==> config.mk <==
export PLATFORM = sky130hd
export DESIGN_NAME = rsa_modular_exponentiation
export DESIGN_NICKNAME = d
export VERILOG_FILES = /design/src/rsa_modexp_pkg.sv /design/src/rsa_modexp_ctrl.sv /design/src/rsa_modexp_dp.sv /design/src/rsa_modular_exponentiation.sv
export SDC_FILE = /design/constraint.sdc
export NUM_CORES = 1
export LEC_CHECK = 0
export ABC_AREA = 1
export ABC_CLOCK_PERIOD_IN_PS = 4830
export BUFFER_PORTS_ARGS = -buffer_cell sky130_fd_sc_hd__buf_2
export CORE_ASPECT_RATIO = 0.5
export CORE_MARGIN = 2
export CORE_UTILIZATION = 40
export DETAILED_ROUTE_END_ITERATION = 10
export PLACE_DENSITY = 0.61
export SLEW_MARGIN = 20
export SYNTH_ARGS = -nofsm -noshare
export SYNTH_HDL_FRONTEND = slang
export SYNTH_SLANG_ARGS = --single-unit
==> constraint.sdc <==
create_clock -name clk -period 4.83 [get_ports clk]
set_input_delay 0.966 -clock clk [delete_from_list [all_inputs] [get_ports clk]]
set_output_delay 0.966 -clock clk [all_outputs]
set_load 0.02 [all_outputs]
==> src/rsa_modexp_pkg.sv <==
`timescale 1ns / 1ps
`default_nettype none

package rsa_modexp_pkg;

    localparam int DATA_WIDTH = 16;
    localparam int CNT_W      = (DATA_WIDTH > 1) ? $clog2(DATA_WIDTH) : 1;
    localparam int ADDR_W     = 4;
    localparam int PDATA_W    = 32;

    // register index codes, word addressed by paddr[3:2]
    localparam logic [1:0] REG_MODULUS     = 2'd0;
    localparam logic [1:0] REG_PUBLIC_EXP  = 2'd1;
    localparam logic [1:0] REG_PRIVATE_EXP = 2'd2;

    localparam logic ACT_ENCRYPT = 1'b0;
    localparam logic ACT_DECRYPT = 1'b1;

    typedef enum logic [2:0] {
        S_IDLE,
        S_REDUCE,
        S_BASE,
        S_CHECK,
        S_ITER,
        S_COMMIT,
        S_FINISH
    } state_t;

    typedef struct packed {
        logic load;
        logic step;
        logic reduce;
        logic commit_red;
        logic start_iter;
        logic commit_iter;
        logic out_load;
    } cmd_t;

    typedef struct packed {
        logic range_err;
        logic expo_zero;
    } stat_t;

endpackage

`default_nettype wire

==> src/rsa_modexp_ctrl.sv <==
`timescale 1ns / 1ps
`default_nettype none

module rsa_modexp_ctrl
    import rsa_modexp_pkg::*;
(
    input  wire logic  clk,
    input  wire logic  rst_n,
    input  wire logic  in_valid,
    output logic       in_stall,
    output logic       out_valid,
    input  wire logic  out_stall,
    input  wire stat_t stat,
    output cmd_t       cmd
);

    state_t           state_reg, state_next;
    logic [CNT_W-1:0] cnt_reg, cnt_next;
    logic             out_valid_reg, out_valid_next;

    always_ff @(posedge clk or negedge rst_n)
    begin
        if (!rst_n)
        begin
            state_reg     <= S_IDLE;
            cnt_reg       <= '0;
            out_valid_reg <= 1'b0;
        end
        else
        begin
            state_reg     <= state_next;
            cnt_reg       <= cnt_next;
            out_valid_reg <= out_valid_next;
        end
    end

    always_comb
    begin
        state_next = state_reg;
        cnt_next   = cnt_reg;
        cmd        = '0;
        in_stall   = 1'b1;
        case (state_reg)
            S_IDLE:
            begin
                in_stall = 1'b0;
                if (in_valid)
                begin
                    cmd.load   = 1'b1;
                    cnt_next   = CNT_W'(DATA_WIDTH - 1);
                    state_next = S_REDUCE;
                end
            end
            S_REDUCE:
            begin
                cmd.step   = 1'b1;
                cmd.reduce = 1'b1;
                cnt_next   = cnt_reg - 1'b1;
                if (cnt_reg == '0)
                begin
                    state_next = S_BASE;
                end
            end
            S_BASE:
            begin
                cmd.commit_red = 1'b1;
                state_next     = S_CHECK;
            end
            S_CHECK:
            begin
                if (stat.range_err || stat.expo_zero)
                begin
                    state_next = S_FINISH;
                end
                else
                begin
                    cmd.start_iter = 1'b1;
                    cnt_next       = CNT_W'(DATA_WIDTH - 1);
                    state_next     = S_ITER;
                end
            end
            S_ITER:
            begin
                cmd.step = 1'b1;
                cnt_next = cnt_reg - 1'b1;
                if (cnt_reg == '0)
                begin
                    state_next = S_COMMIT;
                end
            end
            S_COMMIT:
            begin
                cmd.commit_iter = 1'b1;
                state_next      = S_CHECK;
            end
            S_FINISH:
            begin
                if (!out_valid_reg || !out_stall)
                begin
                    cmd.out_load = 1'b1;
                    state_next   = S_IDLE;
                end
            end
            default:
            begin
                state_next = S_IDLE;
            end
        endcase
    end

    always_comb
    begin
        out_valid_next = out_valid_reg;
        if (cmd.out_load)
        begin
            out_valid_next = 1'b1;
        end
        else if (out_valid_reg && !out_stall)
        begin
            out_valid_next = 1'b0;
        end
    end

    assign out_valid = out_valid_reg;

endmodule

`default_nettype wire

==> src/rsa_modexp_dp.sv <==
`timescale 1ns / 1ps
`default_nettype none

module rsa_modexp_dp
    import rsa_modexp_pkg::*;
(
    input  wire logic                  clk,
    input  wire cmd_t                  cmd,
    input  wire logic                  action,
    input  wire logic [DATA_WIDTH-1:0] data_value,
    input  wire logic [DATA_WIDTH-1:0] modulus,
    input  wire logic [DATA_WIDTH-1:0] public_exponent,
    input  wire logic [DATA_WIDTH-1:0] private_exponent,
    output stat_t                      stat,
    output logic [DATA_WIDTH-1:0]      result_value,
    output logic                       range_error
);

    // one interleaved shift-add step: (2r + bit*a) mod n, with r, a below n
    function automatic logic [DATA_WIDTH-1:0] mm_step(
        input logic [DATA_WIDTH-1:0] r,
        input logic [DATA_WIDTH-1:0] a,
        input logic                  b,
        input logic [DATA_WIDTH-1:0] n
    );
        logic [DATA_WIDTH:0] d;
        logic [DATA_WIDTH:0] s;
        logic [DATA_WIDTH:0] ne;
        ne = {1'b0, n};
        d  = {r, 1'b0};
        if (d >= ne)
        begin
            d = d - ne;
        end
        s = d + (b ? {1'b0, a} : '0);
        if (s >= ne)
        begin
            s = s - ne;
        end
        return s[DATA_WIDTH-1:0];
    endfunction

    logic [DATA_WIDTH-1:0] base_reg, base_next;
    logic [DATA_WIDTH-1:0] acc_reg, acc_next;
    logic [DATA_WIDTH-1:0] expo_reg, expo_next;
    logic [DATA_WIDTH-1:0] ra_reg, ra_next;
    logic [DATA_WIDTH-1:0] rb_reg, rb_next;
    logic [DATA_WIDTH-1:0] ma_reg, ma_next;
    logic [DATA_WIDTH-1:0] mb_reg, mb_next;
    logic [DATA_WIDTH-1:0] res_reg, res_next;
    logic                  err_reg, err_next;
    logic                  zmod_reg, zmod_next;
    logic                  rerr_reg, rerr_next;
    logic [DATA_WIDTH-1:0] mcand_b;

    always_ff @(posedge clk)
    begin
        base_reg <= base_next;
        acc_reg  <= acc_next;
        expo_reg <= expo_next;
        ra_reg   <= ra_next;
        rb_reg   <= rb_next;
        ma_reg   <= ma_next;
        mb_reg   <= mb_next;
        res_reg  <= res_next;
        err_reg  <= err_next;
        zmod_reg <= zmod_next;
        rerr_reg <= rerr_next;
    end

    always_comb
    begin
        base_next = base_reg;
        acc_next  = acc_reg;
        expo_next = expo_reg;
        ra_next   = ra_reg;
        rb_next   = rb_reg;
        ma_next   = ma_reg;
        mb_next   = mb_reg;
        res_next  = res_reg;
        err_next  = err_reg;
        zmod_next = zmod_reg;
        rerr_next = rerr_reg;
        // reduction of the input value runs as 1 * value mod n
        mcand_b   = cmd.reduce ? DATA_WIDTH'(1) : base_reg;

        if (cmd.load)
        begin
            expo_next = (action == ACT_DECRYPT) ? private_exponent : public_exponent;
            err_next  = (action == ACT_ENCRYPT) && (data_value >= modulus);
            zmod_next = (modulus == '0);
            acc_next  = DATA_WIDTH'(1);
            rb_next   = '0;
            mb_next   = data_value;
        end
        if (cmd.step)
        begin
            ra_next = mm_step(ra_reg, base_reg, ma_reg[DATA_WIDTH-1], modulus);
            rb_next = mm_step(rb_reg, mcand_b, mb_reg[DATA_WIDTH-1], modulus);
            ma_next = {ma_reg[DATA_WIDTH-2:0], 1'b0};
            mb_next = {mb_reg[DATA_WIDTH-2:0], 1'b0};
        end
        if (cmd.commit_red)
        begin
            base_next = rb_reg;
        end
        if (cmd.start_iter)
        begin
            ra_next = '0;
            rb_next = '0;
            ma_next = acc_reg;
            mb_next = base_reg;
        end
        if (cmd.commit_iter)
        begin
            if (expo_reg[0])
            begin
                acc_next = zmod_reg ? '0 : ra_reg;
            end
            base_next = rb_reg;
            expo_next = {1'b0, expo_reg[DATA_WIDTH-1:1]};
        end
        if (cmd.out_load)
        begin
            res_next  = err_reg ? '0 : acc_reg;
            rerr_next = err_reg;
        end
    end

    assign stat.range_err = err_reg;
    assign stat.expo_zero = (expo_reg == '0);
    assign result_value   = res_reg;
    assign range_error    = rerr_reg;

endmodule

`default_nettype wire

==> src/rsa_modular_exponentiation.sv <==
`timescale 1ns / 1ps
`default_nettype none

// channel   direction  handshake            payload
// input     in         in_valid / in_stall  action, data_value
// output    out        out_valid/out_stall  result_value, range_error
// config    in         apb write/read       modulus, public_exponent, private_exponent
//
// one item at a time; the exponent loop runs once per exponent bit up to the highest set one,
// and not at all on range error or zero exponent
// the modular multiply is bit-serial: one multiplier bit per cycle
// rst_n clears the controller and output valid and loads the register reset values
// a finished result waits in the output register; the next item is taken meanwhile

module rsa_modular_exponentiation
    import rsa_modexp_pkg::*;
(
    input  wire logic                  clk,
    input  wire logic                  rst_n,
    input  wire logic                  in_valid,
    output logic                       in_stall,
    input  wire logic                  action,
    input  wire logic [DATA_WIDTH-1:0] data_value,
    output logic                       out_valid,
    input  wire logic                  out_stall,
    output logic [DATA_WIDTH-1:0]      result_value,
    output logic                       range_error,
    input  wire logic                  psel,
    input  wire logic                  penable,
    input  wire logic                  pwrite,
    input  wire logic [ADDR_W-1:0]     paddr,
    input  wire logic [PDATA_W-1:0]    pwdata,
    output logic [PDATA_W-1:0]         prdata,
    output logic                       pready
);

    logic [DATA_WIDTH-1:0] modulus_reg;
    logic [DATA_WIDTH-1:0] pub_exp_reg;
    logic [DATA_WIDTH-1:0] priv_exp_reg;
    logic                  cfg_wr;
    cmd_t                  cmd;
    stat_t                 stat;

    assign pready = 1'b1;
    assign cfg_wr = psel && penable && pwrite && pready;

    always_ff @(posedge clk or negedge rst_n)
    begin
        if (!rst_n)
        begin
            modulus_reg  <= DATA_WIDTH'(2);
            pub_exp_reg  <= DATA_WIDTH'(1);
            priv_exp_reg <= DATA_WIDTH'(1);
        end
        else if (cfg_wr)
        begin
            case (paddr[3:2])
                REG_MODULUS:     modulus_reg  <= pwdata[DATA_WIDTH-1:0];
                REG_PUBLIC_EXP:  pub_exp_reg  <= pwdata[DATA_WIDTH-1:0];
                REG_PRIVATE_EXP: priv_exp_reg <= pwdata[DATA_WIDTH-1:0];
                default:         ;
            endcase
        end
    end

    always_comb
    begin
        case (paddr[3:2])
            REG_MODULUS:     prdata = PDATA_W'(modulus_reg);
            REG_PUBLIC_EXP:  prdata = PDATA_W'(pub_exp_reg);
            REG_PRIVATE_EXP: prdata = PDATA_W'(priv_exp_reg);
            default:         prdata = '0;
        endcase
    end

    rsa_modexp_ctrl u_ctrl (
        .clk       (clk),
        .rst_n     (rst_n),
        .in_valid  (in_valid),
        .in_stall  (in_stall),
        .out_valid (out_valid),
        .out_stall (out_stall),
        .stat      (stat),
        .cmd       (cmd)
    );

    rsa_modexp_dp u_dp (
        .clk              (clk),
        .cmd              (cmd),
        .action           (action),
        .data_value       (data_value),
        .modulus          (modulus_reg),
        .public_exponent  (pub_exp_reg),
        .private_exponent (priv_exp_reg),
        .stat             (stat),
        .result_value     (result_value),
        .range_error      (range_error)
    );

    a_busy_after_accept: assert property (@(posedge clk) disable iff (!rst_n)
        (in_valid && !in_stall) |=> in_stall)
        else $error("input taken while an item is in progress");

    a_error_zero: assert property (@(posedge clk) disable iff (!rst_n)
        (out_valid && range_error) |-> (result_value == '0))
        else $error("range error with nonzero result");

    a_result_reduced: assert property (@(posedge clk) disable iff (!rst_n)
        (out_valid && !range_error && (modulus_reg > DATA_WIDTH'(1)))
            |-> (result_value < modulus_reg))
        else $error("result not below modulus");

    a_new_result_from_busy: assert property (@(posedge clk) disable iff (!rst_n)
        $rose(out_valid) |-> $past(in_stall))
        else $error("result appeared without an item in progress");

endmodule

`default_nettype wire

======== Word level (Yosys, flattened, before mapping) ========
Cells that the tools add are included.
cells by class
  $add $sub $neg .......................... 7
  bitwise operators ....................... 1
  multiplexer cells ....................... 48
  eq/ne operators ......................... 13
  reduce and logical (&&, ||, !) cells .... 27
  magnitude comparators ................... 5
operators with widths
  kind                                                                      number
  16-bit two-way mux                                                        19
  17-bit by 16-bit greater-or-equal comparator with 1-bit output            4
  17-bit two-way mux                                                        4
  16-bit case mux with 3 select lines                                       1
  17-bit by 16-bit adder with 17-bit output                                 2
  17-bit by 16-bit subtractor with 17-bit output                            2
  16-bit zero test                                                          2
  16-bit subtractor                                                         2
  15-bit two-way mux                                                        2
  3-bit case mux with 6 select lines                                        1
  16-bit greater-or-equal comparator                                        1
  1-bit two-way mux                                                         13
  3-bit two-way mux                                                         4
  4-bit case mux with 3 select lines                                        1
  2-bit nonzero test                                                        5
  3-bit == test (second input constant)                                     3
  4-bit two-way mux                                                         2
  3-bit by 2-bit == test with 1-bit output (second input constant)          2
  2-bit by 1-bit inequality test with 1-bit output (second input constant)  3
  2-bit AND reduction                                                       3
  3-bit nonzero test                                                        2
  1-bit logical AND                                                         4
  4-bit zero test                                                           1
  2-bit inequality test (second input constant)                             2
  13 further kinds                                                          16
word-level totals
  output and inout port bits .............. 52
  register bits ........................... 187
  bits of input ports ..................... 60
  logic and storage cells ................. 119

======== Logic depth before layout (Yosys ltp) ========
Gate-level depths: netlist of run 1.
  word-level depth ........................ 8
  gate-level depth with buffers ........... 39
  gate-level depth less buffers ........... 38

======== Cells and area by module ========
Synthesis of run 1 repeated with hierarchy kept, for this count alone.
unflattened totals
  cells, all modules ...................... 2,018
  area, all modules ....................... 14,368.8 µm²
by module, submodules not included
  module                      area an instance (µm²)  times used  cells an instance  sequential area each (µm²)
  rsa_modexp_dp               11,398.4                1           1,625              3,443.3
  rsa_modular_exponentiation  2,409.8                 1           302                1,204.9
  rsa_modexp_ctrl             560.5                   1           91                 200.2

======== Worst setup path before layout of run 1 ========
OpenSTA, ideal clock, no wires.
  kind .................................... reg-to-reg
  start point ............................. register modulus_reg[1]
  end point ............................... register u_dp.rb_reg[9]
  stages on the path, launching flop included .. 33
  path slack .............................. -0.144 ns
  arrival time ............................ 4.861 ns
  clock period less this slack ............ 4.974 ns
  library setup time ...................... 0.113 ns
  required time ........................... 4.717 ns
  path buffers ............................ 3
  path through ............................ dfstp_2 -> inv_1 -> ha_1 -> ha_1 -> nand4_1 -> nor3_2 -> nor2_1 -> nand2_2 -> buf_6 -> inv_1 -> clkbuf_1 -> nor2_1 -> ha_1 -> inv_1 -> fa_1 -> inv_1 -> nand3_1 -> nand2_1 -> nand2_1 -> a21oi_1 -> xor2_1 -> inv_1 -> ha_1 -> a21oi_2 -> a21boi_2 -> nand2_2 -> nand2_1 -> nand2_2 -> a21boi_4 -> buf_2 -> nand3_1 -> nand3_1 -> nand2_1
on the way
  word-level cells in the longest chain between the ends .. 7
  elaborated cells between the ends (all ways) .. 9
  those cells by class .................... add/sub: 3; order compare: 2; mux: 4
RTL lines
  what                                                                                                                              RTL line                                  source
  start, declared                                                                                                                   rsa_modular_exponentiation.sv:37          logic [DATA_WIDTH-1:0] modulus_reg;
  start signal, assigned                                                                                                            rsa_modular_exponentiation.sv:58          REG_MODULUS: modulus_reg <= pwdata[DATA_WIDTH-1:0];
  17-bit by 16-bit subtractor with 17-bit output or 17-bit by 16-bit greater-or-equal comparator with 1-bit output (tied branches)  rsa_modexp_dp.sv:33, rsa_modexp_dp.sv:31
  17-bit two-way mux                                                                                                                rsa_modexp_dp.sv:31                       if (d >= ne)
  17-bit two-way mux                                                                                                                rsa_modexp_dp.sv:96                       if (cmd.step)
  17-bit by 16-bit adder with 17-bit output                                                                                         rsa_modexp_dp.sv:35                       s = d + (b ? {1'b0, a} : '0);
  16-bit subtractor or 17-bit by 16-bit greater-or-equal comparator with 1-bit output (tied branches)                               rsa_modexp_dp.sv:38, rsa_modexp_dp.sv:36
  16-bit two-way mux *                                                                                                              rsa_modexp_dp.sv:36                       if (s >= ne)
  16-bit two-way mux *                                                                                                              rsa_modexp_dp.sv:96
  end signal, assigned                                                                                                              rsa_modexp_dp.sv:62                       rb_reg <= rb_next;
  end, declared                                                                                                                     rsa_modexp_dp.sv:47                       logic [DATA_WIDTH-1:0] rb_reg, rb_next;
Mark *: on every way between the ends. The rest lies on a longest branch, timed or not. The select of a mux whose other input is x is not followed.
A chain may end at the register's enable or synchronous reset.

======== Worst setup path after layout of run 1 ========
  start point ............................. register modulus_reg[1]
  end point ............................... register u_dp.ra_reg[11]
on the way
  word-level cells in the longest chain between the ends .. 6
  elaborated cells between the ends (all ways) .. 8
  those cells by class .................... add/sub: 3; order compare: 2; mux: 3
RTL lines
  what                                                                                                                              RTL line                                  source
  17-bit by 16-bit subtractor with 17-bit output or 17-bit by 16-bit greater-or-equal comparator with 1-bit output (tied branches)  rsa_modexp_dp.sv:33, rsa_modexp_dp.sv:31
  17-bit two-way mux                                                                                                                rsa_modexp_dp.sv:31
  17-bit two-way mux                                                                                                                rsa_modexp_dp.sv:96
  17-bit by 16-bit adder with 17-bit output                                                                                         rsa_modexp_dp.sv:35
  16-bit subtractor or 17-bit by 16-bit greater-or-equal comparator with 1-bit output (tied branches)                               rsa_modexp_dp.sv:38, rsa_modexp_dp.sv:36
  16-bit two-way mux *                                                                                                              rsa_modexp_dp.sv:36
  end signal, assigned                                                                                                              rsa_modexp_dp.sv:61                       ra_reg <= ra_next;
  end, declared                                                                                                                     rsa_modexp_dp.sv:46                       logic [DATA_WIDTH-1:0] ra_reg, ra_next;
Marks and branches as above.

==> impl_metrics.env, run 1 <==
export IMPL_status="finished with violations"
export IMPL_pin_count=112
export IMPL_regArea_mm2=0.00485
export IMPL_grt_pass1_vias=13300
export IMPL_critPathLaunchType="flip-flop"
export IMPL_yosys_area_top_type="edfxtp_1"
export IMPL_layout_setup_ws_ns=-0.224
export IMPL_clkSinkCount=187
export IMPL_finalInstanceArea_mm2=0.0193
export IMPL_yosys_warnings=0
export IMPL_clockBufferDepth=2
export IMPL_fillers=3134
export IMPL_synth_xor_area_share_pct=4.44
export IMPL_violations="negative setup slack"
export IMPL_ctsHoldBuffers=0
export IMPL_die_area_mm2=0.0366
export IMPL_fmax_ghz=0.198
export IMPL_slowest_delay_ns=0.56
export IMPL_cts_tree="built"
export IMPL_vias_per_cell=5.04
export IMPL_maxCapViolCount=0
export IMPL_tightest_slew_ns=1.03
export IMPL_synth_common_cells="nand2_1 (567), inv_1 (273), nand3_1 (134)"
export IMPL_grt_usage_pct=24.1
export IMPL_die_w_um=269
export IMPL_n_antenna_cell=0
export IMPL_slowest_stage="dfstp_2"
export IMPL_slew_headroom_pct=31.4
export IMPL_clkTransAtPathRegs_ns=0.09
export IMPL_cts_buffers=17
export IMPL_nets=2501
export IMPL_synth_compound_area_share_pct=12.8
export IMPL_synth_most_common_cell="nand2_1"
export IMPL_fp_dieH_um=136
export IMPL_initial_utilization_pct=40.7
export IMPL_dp_hpwl_mm=33.0
export IMPL_gr_total_overflow=0
export IMPL_setup_viol=32
export IMPL_finalClockSkew_ns=0.0154
export IMPL_multiInputGateArea_mm2=0.00911
export IMPL_synthSimpleGateAreaFrac_pct=27.1
export IMPL_synth_mux_area_share_pct=0
export IMPL_syn2layout_area_growth_pct=38.0
export IMPL_drtAntennaViolNets=0
export IMPL_io_buffers=76
export IMPL_grt_pass1_wl_mm=68.5
export IMPL_worst_ep_required_time_ns=5.23
export IMPL_ys_seq_area_share_pct=34.6
export IMPL_cp_arrival_ns=5.45
export IMPL_dr_total_vias=14200
export IMPL_yosysUniqueCellTypes=52
export IMPL_rows=48
export IMPL_htree_levels=4
export IMPL_place_area_mm2=0.0170
export IMPL_core_area_mm2=0.0345
export IMPL_synth_area_per_cell_um2=7.20
export IMPL_drt_pass1_iterations=5
export IMPL_finalHoldViolCount=0
export IMPL_synth_top_flop_cell="edfxtp_1"
export IMPL_min_path_type="input pin to async pin"
export IMPL_wirelength_mm=44.3
export IMPL_antenna_found_initial=0
export IMPL_synth_top_family_by_area="simple AND/OR/NAND/NOR gates"
export IMPL_ys_top_cells_by_area="edfxtp_1 (18%), nand2_1 (15%), ha_1 (10%)"
export IMPL_period_share_pct=105
export IMPL_synth_top_cell_area_share_pct=17.6
export IMPL_drive_gt1_share_pct=31.1
export IMPL_synth_fa_ha_area_share_pct=10.9
export IMPL_synth_edf_count=82
export IMPL_place_gp_congestion=0.941
export IMPL_ys_async_sr_fraction_pct=29.9
export IMPL_min_period_ns=5.05
export IMPL_netlist_instances=1947
export IMPL_syn_area_mm2=0.0140
export IMPL_ys_ff_latch=187
export IMPL_reg2regPathDepth=32
export IMPL_crit_type="flip-flop to flip-flop"
export IMPL_postLayoutCoreUtil_pct=56.1
export IMPL_insertion_delay_ns=0.46
export IMPL_grt_max_degree=49
export IMPL_grt_setup_unrepaired="yes"
export IMPL_critPathMaxFanout=8
export IMPL_drv_slew=0
export IMPL_drtIter0Drc=1078
export IMPL_routedWlPerCell_um=15.8
export IMPL_cts_root_buf="clkbuf_16"
export IMPL_endpoint_kind="flip-flop"
export IMPL_drc=0
-- path summary, 6_finish.rpt --
check	from	endpoint	slack (ns)
setup reg to reg	modulus_reg[1]	u_dp.ra_reg[11]	-0.22
min in group clk	u_dp.ra_reg[7]	u_dp.ra_reg[7]	0.49
max in group asynchronous	rst_n	modulus_reg[1]	3.47
hold reg to reg	u_dp.ra_reg[7]	u_dp.ra_reg[7]	0.49
setup / recovery	modulus_reg[1]	u_dp.ra_reg[11]	-0.22
hold / removal	rst_n	modulus_reg[8]	0.47
-- per-stage QoR --
stage	TNS, ns	worst slack [ns]	hold slack [ns]	std cells
global placement	-8.58	-0.319	0.468	2721
detailed placement	-9.43	-0.369	0.469	2721
CTS	-2.48	-0.148	0.483	2794
finish	-4.24	-0.224	0.472	2810
floorplan	0	0.00286	0.424	1962
global route	-12.26	-0.440	0.499	2810
-- timing repair --
action | in CTS | in global routing
cloned | 4 | 0
pin swaps | 83 | 104
buffers inserted | 38 | 16
gates resized for setup | 145 | 154
setup endpoints to repair | 32 | 32
-- critical path: cells and delay by family, from the launching register on --
kind	cells	cell delay, ns
AO/OA/AOI/OAI	4	0.78
XOR/XNOR	1	0.15
adder cells (fa/ha/maj)	5	1.17
buffers and inverters	7	0.65
flip-flops	1	0.56
AND/OR/NAND/NOR	15	1.66
-- cell type report --
cell class	instances	area share [%]
Clock buffer	17	2.20
Clock inverter	15	1.01
Inverter	280	5.56
Multi-Input combinational cell	1428	47.1
Sequential cell	187	25.1
Tap cell	475	3.07
Timing Repair Buffer	408	16.0
-- layout by cell type, fill, tap and decap left out, types with 35 or more instances in the layout --
| cell type | instances |
|---|---|
| a21oi_1 | 64 |
| buf_2 | 76 |
| buf_4 | 305 |
| dfrtp_1 | 53 |
| dfxtp_1 | 49 |
| edfxtp_1 | 82 |
| ha_1 | 75 |
| ha_4 | 35 |
| inv_1 | 247 |
| nand2_1 | 495 |
| nand2_2 | 78 |
| nand3_1 | 116 |
| nor2_1 | 111 |
| o21ai_0 | 99 |
-- metal layers --
layer	global-route usage [%]	part of all wire [%]	wire [um]
met2	39.1	46	20300
met1	33.5	47	20700
met5	0	0	0
met3	3.28	5.3	2340
met4	7.56	2.3	1040
-- cells by family (layout without fill, tap and decap cells) --
group,after synthesis,in the layout
buf+inv,349,720
other cells,2,17
xor+xnor,71,71
compound gates,314,314
simple gates,905,907
fa+ha+maj,119,119
flops,187,187
Power of run 1 is not shown: default switching activity piles up to over one toggle a cycle in this logic, so the estimate is an artifact.
==> run 2: changes to the inputs <==
--- a/config.mk
+++ b/config.mk
@@ -6,13 +6,12 @@
 export NUM_CORES = 1
 export LEC_CHECK = 0
 export ABC_AREA = 1
-export ABC_CLOCK_PERIOD_IN_PS = 4830
+export ABC_CLOCK_PERIOD_IN_PS = 5100
 export BUFFER_PORTS_ARGS = -buffer_cell sky130_fd_sc_hd__buf_2
 export CORE_ASPECT_RATIO = 0.5
-export CORE_MARGIN = 2
 export CORE_UTILIZATION = 40
 export DETAILED_ROUTE_END_ITERATION = 10
-export PLACE_DENSITY = 0.61
+export PLACE_DENSITY = 0.59
 export SLEW_MARGIN = 20
 export SYNTH_ARGS = -nofsm -noshare
 export SYNTH_HDL_FRONTEND = slang
==> constraint.sdc (replaced) <==
create_clock -name clk -period 5.1 [get_ports clk]
set_input_delay 1.02 -clock clk [delete_from_list [all_inputs] [get_ports clk]]
set_output_delay 1.02 -clock clk [all_outputs]
set_load 0.02 [all_outputs]
==> run 2 against run 1 <==
- clock skew rose by 0.00071 ns
- non-clock buffer count shrank 114
- global-route usage down 0.70 points
- worst setup slack better by 0.31 ns
- first-iteration DRC count shrank 7.9%
- core utilization is 3.5 points lower
- the run ends with design-rule violations left
- flip-flop and latch count stayed put
- count of clock-buffer cells in the layout unchanged
- routed wire length fell by 3.2%
- largest cell class unchanged
- via count fell by 4.3%
- critical path depth up 1
==> impl_metrics.env, run 2 (same netlist as run 1, synthesis figures left out) <==
export IMPL_drtIter0Drc=993
export IMPL_n_antenna_cell=0
export IMPL_slowest_stage="dfrtp_1"
export IMPL_drtAntennaViolNets=0
export IMPL_grt_pass1_wl_mm=65.3
export IMPL_endpoint_kind="flip-flop"
export IMPL_syn2layout_area_growth_pct=29.3
export IMPL_gr_total_overflow=0
export IMPL_min_period_ns=5.02
export IMPL_die_w_um=267
export IMPL_slew_headroom_pct=34.1
export IMPL_ctsHoldBuffers=0
export IMPL_cts_root_buf="clkbuf_16"
export IMPL_clockBufferDepth=2
export IMPL_grt_setup_unrepaired="yes"
export IMPL_insertion_delay_ns=0.46
export IMPL_crit_top_cell="nand2_2"
export IMPL_crit_type="flip-flop to flip-flop"
export IMPL_grt_usage_pct=23.4
export IMPL_place_gp_congestion=0.942
export IMPL_clkTransAtPathRegs_ns=0.08
export IMPL_fp_dieH_um=134
export IMPL_layout_common_cells="nand2_1 (528), inv_1 (261), buf_4 (200)"
export IMPL_worst_ep_required_time_ns=5.49
export IMPL_rows=48
export IMPL_drive_gt1_share_pct=24.3
export IMPL_io_buffers=76
export IMPL_pin_count=112
export IMPL_grt_max_degree=57
export IMPL_wirelength_mm=42.9
export IMPL_dp_hpwl_mm=32.0
export IMPL_critPathLaunchType="flip-flop"
export IMPL_cts_buffers=17
export IMPL_drt_pass1_iterations=8
export IMPL_core_area_mm2=0.0345
export IMPL_drv_slew=0
export IMPL_maxCapViolCount=0
export IMPL_slowest_delay_ns=0.40
export IMPL_postLayoutCoreUtil_pct=52.6
export IMPL_vias_per_cell=5.03
export IMPL_critPathMaxFanout=8
export IMPL_finalClockSkew_ns=0.0161
export IMPL_tightest_slew_ns=0.986
export IMPL_fmax_ghz=0.199
export IMPL_grt_pass1_vias=12500
export IMPL_status="finished with violations"
export IMPL_clkSinkCount=187
export IMPL_antenna_found_initial=0
export IMPL_whs_ns=0.482
export IMPL_finalHoldViolCount=0
export IMPL_routedWlPerCell_um=15.9
export IMPL_cts_tree="built"
export IMPL_die_area_mm2=0.0358
export IMPL_htree_levels=4
export IMPL_min_path_type="flip-flop to flip-flop"
export IMPL_drc=1
export IMPL_violations="design-rule violations"
export IMPL_initial_utilization_pct=40.7
export IMPL_setup_viol=0
export IMPL_nets=2385
export IMPL_cp_arrival_ns=5.41
export IMPL_dr_total_vias=13500
export IMPL_place_area_mm2=0.0162
export IMPL_finalInstanceArea_mm2=0.0181
export IMPL_layout_commonest_cell="nand2_1"
export IMPL_period_share_pct=98.4
[run 2: cell types whose count changed in the layout (fill, tap and decap cells not counted), moves of 6 or more]
| cell | previous run | this run |
|---|---|---|
| inv_1 | 247 | 261 |
| inv_2 | 24 | 13 |
| nand2_2 | 78 | 46 |
| nand2_1 | 495 | 528 |
| buf_6 | 13 | 5 |
| a21oi_1 | 64 | 70 |
| buf_4 | 305 | 200 |
[run 2: repair_timing]
action                     CTS  global route
gates resized for setup     15           200
buffers inserted             8            21
pin swaps                    7            71
gates cloned                 0             2
setup endpoints to repair   28            32
hold endpoints to repair     0             0
[run 2: layout make-up]
class                           instances  area (um2)
Timing Repair Buffer                  294        2210
Inverter                              280        1070
Clock inverter                         15         198
Sequential cell                       187        4850
Clock buffer                           17         425
Multi-Input combinational cell       1426        8780
Fill cell                            3331       16300
Tap cell                              475         594
[run 2: metrics by stage]
| step | cells | setup TNS, ns | setup slack (ns) |
|---|---|---|---|
| global placement | 2631 | -0.0290 | -0.0128 |
| detailed placement | 2631 | -0.258 | -0.0288 |
| finish | 2694 | 0 | 0.0822 |
| CTS | 2671 | 0 | 0.00129 |
| floorplan | 1962 | 0 | 0.126 |
| global route | 2694 | -3.53 | -0.150 |
[run 2: path summary, 6_finish.rpt]
| check | startpoint | endpoint | slack (ns) | cells past startpoint |
|---|---|---|---|---|
| setup reg to reg | modulus_reg[6] | u_dp.ra_reg[5] | 0.08 | 33 |
| setup / recovery | modulus_reg[6] | u_dp.ra_reg[5] | 0.08 | 33 |
| hold reg to reg | u_dp.ra_reg[1] | u_dp.ra_reg[1] | 0.48 | 2 |
| max in group asynchronous | rst_n | modulus_reg[0] | 3.91 | 2 |
| min in group asynchronous | rst_n | modulus_reg[7] | 0.71 | 2 |
| hold / removal | u_dp.ra_reg[1] | u_dp.ra_reg[1] | 0.48 | 2 |
[run 2: routing by layer]
layer	track usage [%]	routed length, um	vias up
met5	0	0	-
li1	-	-	6852
met4	4.63	596	0
met1	33.2	20400	6328
met3	3.23	2060	40
met2	38.1	19900	324
[run 2: critical path, delay by kind of cell, from the launching register on]
kind | cells | cell delay (ns)
xor gates and xnor gates | 1 | 0.24
DFF | 1 | 0.40
buffers and inverters | 8 | 0.85
adders and majority gates | 4 | 1.22
AOI/OAI and AO/OA | 5 | 0.82
and+or+nand+nor | 15 | 1.40
Power of run 2 is left out for the same reason.
==> run 3: changes to the inputs <==
--- a/config.mk
+++ b/config.mk
@@ -6,12 +6,13 @@
 export NUM_CORES = 1
 export LEC_CHECK = 0
 export ABC_AREA = 1
-export ABC_CLOCK_PERIOD_IN_PS = 5100
+export ABC_CLOCK_PERIOD_IN_PS = 6500
 export BUFFER_PORTS_ARGS = -buffer_cell sky130_fd_sc_hd__buf_2
 export CORE_ASPECT_RATIO = 0.5
 export CORE_UTILIZATION = 40
 export DETAILED_ROUTE_END_ITERATION = 10
 export PLACE_DENSITY = 0.59
+export SKIP_LAST_GASP = 1
 export SLEW_MARGIN = 20
 export SYNTH_ARGS = -nofsm -noshare
 export SYNTH_HDL_FRONTEND = slang
==> constraint.sdc (replaced) <==
create_clock -name clk -period 6.5 [get_ports clk]
set_input_delay 1.3 -clock clk [delete_from_list [all_inputs] [get_ports clk]]
set_output_delay 1.3 -clock clk [all_outputs]
set_load 0.02 [all_outputs]
==> run 3 against run 2 <==
- the run still ends with design-rule violations left
- worst hold slack better by 0.00072 ns
- via count is 7.6% lower
- count of clock-buffer cells in the layout is 1 higher
- clock skew hardly changed
- die area stayed put
- first-iteration DRC count is 1.9% higher
- flip-flop and latch count stayed put
- critical path depth is 3 lower
- design area is 14% lower
- core utilization is 7.6 points lower
- highest routed layer unchanged
==> impl_metrics.env, run 3 (same netlist as run 1, synthesis figures left out) <==
export IMPL_status="finished with violations"
export IMPL_violations="design-rule violations"
export IMPL_drc=1
export IMPL_finalClockSkew_ns=0.0157
export IMPL_worst_ep_required_time_ns=6.84
export IMPL_cts_root_buf="clkbuf_16"
export IMPL_io_buffers=76
export IMPL_cts_resized=0
export IMPL_ctsHoldBuffers=0
export IMPL_slowest_stage="inv_1"
export IMPL_critPathLaunchType="flip-flop"
export IMPL_setup_tns_ns=0
export IMPL_min_path_type="flip-flop to flip-flop"
export IMPL_fmax_ghz=0.170
export IMPL_tightest_slew_ns=1.04
export IMPL_maxCapViolCount=0
export IMPL_slew_headroom_pct=30.8
export IMPL_rows=48
export IMPL_layout_setup_ws_ns=0.620
export IMPL_initial_utilization_pct=40.7
export IMPL_crit_type="flip-flop to flip-flop"
export IMPL_cts_setup_buffers=0
export IMPL_rr_startpoint="modulus_reg[15]"
export IMPL_drtAntennaViolNets=0
export IMPL_fp_dieH_um=134
export IMPL_reg2regPathDepth=30
export IMPL_fillers=3653
export IMPL_antenna_found_initial=0
export IMPL_insertion_delay_ns=0.46
export IMPL_drt_pass1_iterations=10
export IMPL_setup_viol=0
export IMPL_period_share_pct=90.5
export IMPL_dr_total_vias=12500
export IMPL_grt_pass1_wl_mm=62.6
export IMPL_die_w_um=267
export IMPL_routedWlPerCell_um=15.9
export IMPL_cts_tree="built"
export IMPL_drive_gt1_share_pct=8.93
export IMPL_vias_per_cell=5.00
export IMPL_grt_setup_unrepaired="no"
export IMPL_layout_commonest_cell="nand2_1"
export IMPL_worstHoldEndpoint="u_dp.ra_reg[4]"
export IMPL_pin_count=112
export IMPL_place_ws_ns=0.691
export IMPL_die_area_mm2=0.0358
export IMPL_clockBufferDepth=2
export IMPL_rrSetupSlack_ns=0.62
export IMPL_grt_max_degree=57
export IMPL_drtIter0Drc=1012
export IMPL_wirelength_mm=39.8
export IMPL_layout_common_cells="nand2_1 (566), inv_1 (273), nand3_1 (134)"
export IMPL_critPathMaxFanout=23
export IMPL_min_path_cells=2
export IMPL_path_buf_inv=7
export IMPL_drv_slew=0
export IMPL_r2r_end="u_dp.rb_reg[7]"
export IMPL_clkSinkCount=187
export IMPL_crit_top_cell="inv_1"
export IMPL_postLayoutCoreUtil_pct=45.0
export IMPL_core_area_mm2=0.0345
export IMPL_crit_family="simple AND/OR/NAND/NOR gates"
export IMPL_cts_buffers=17
export IMPL_slowest_delay_ns=0.47
export IMPL_clkTransAtPathRegs_ns=0.08
export IMPL_cp_arrival_ns=6.22
export IMPL_grt_pass1_vias=11500
export IMPL_n_antenna_cell=0
export IMPL_dp_hpwl_mm=30.4
export IMPL_finalHoldViolCount=0
export IMPL_min_period_ns=5.88
export IMPL_grt_usage_pct=22.7
export IMPL_nets=2193
export IMPL_worstHoldStart="u_dp.ra_reg[4]"
export IMPL_endpoint_kind="flip-flop"
export IMPL_place_gp_congestion=0.915
export IMPL_htree_levels=4
export IMPL_syn2layout_area_growth_pct=10.7
export IMPL_gr_total_overflow=0
## run 3: cell types whose count changed in the layout (fill, tap and decap cells not counted), sizes merged
cell | before | now
clkinvlp | 4 | 0
clkbuf | 19 | 18
inv | 282 | 283
clkinv | 9 | 10
buf | 292 | 102
bufinv | 0 | 1
## run 3: cell type report
cell class	instances	area [um2]	share of cell area, %
clock buffer	18	439	2.83
clock inverter	14	201	1.30
inverter	280	1050	6.77
multi-input combinational	1426	7800	50.3
sequential	187	4850	31.2
tap	475	594	3.83
timing repair buffer	102	576	3.71
## run 3: worst max-delay path by stage
stage	from	endpoint	slack, ns	cells after the start
final	modulus_reg[15]	u_dp.rb_reg[7]	0.62	30
after global routing	modulus_reg[14]	u_dp.ra_reg[4]	0.02	33
after CTS	modulus_reg[1]	u_dp.rb_reg[7]	0.62	30
after detailed placement	modulus_reg[1]	u_dp.rb_reg[7]	0.69	30
after global placement	modulus_reg[1]	u_dp.rb_reg[7]	0.72	30
after floorplan	modulus_reg[1]	u_dp.rb_reg[9]	1.53	32
## run 3: through the flow
stage | hold WS (ns) | instance area (um2) | std cells
3_5_place_dp | 0.470 | 14900 | 2470
5_1_grt | 0.505 | 15500 | 2502
4_1_cts | 0.482 | 15500 | 2502
2_1_floorplan | 0.424 | 14100 | 1962
3_3_place_gp | 0.463 | 14900 | 2470
6_report | 0.483 | 15500 | 2502
## run 3: layer usage
metal | vias up | wire (um) | global-route usage, %
li1 | 6473 | - | -
met1 | 5731 | 19900 | 32.9
met2 | 263 | 16600 | 33.8
met3 | 45 | 2380 | 4.64
met4 | 0 | 889 | 6.74
met5 | - | 0 | 0
## run 3: worst reg2reg max path, delay by kind of cell, from the launching register on
| kind | cells | cell delay, ns |
|---|---|---|
| flops | 1 | 0.40 |
| fa+ha+maj | 4 | 1.28 |
| xor+xnor | 1 | 0.27 |
| compound gates | 4 | 0.82 |
| simple gates | 14 | 1.71 |
| buf+inv | 7 | 1.29 |
Power of run 3 is left out for the same reason.
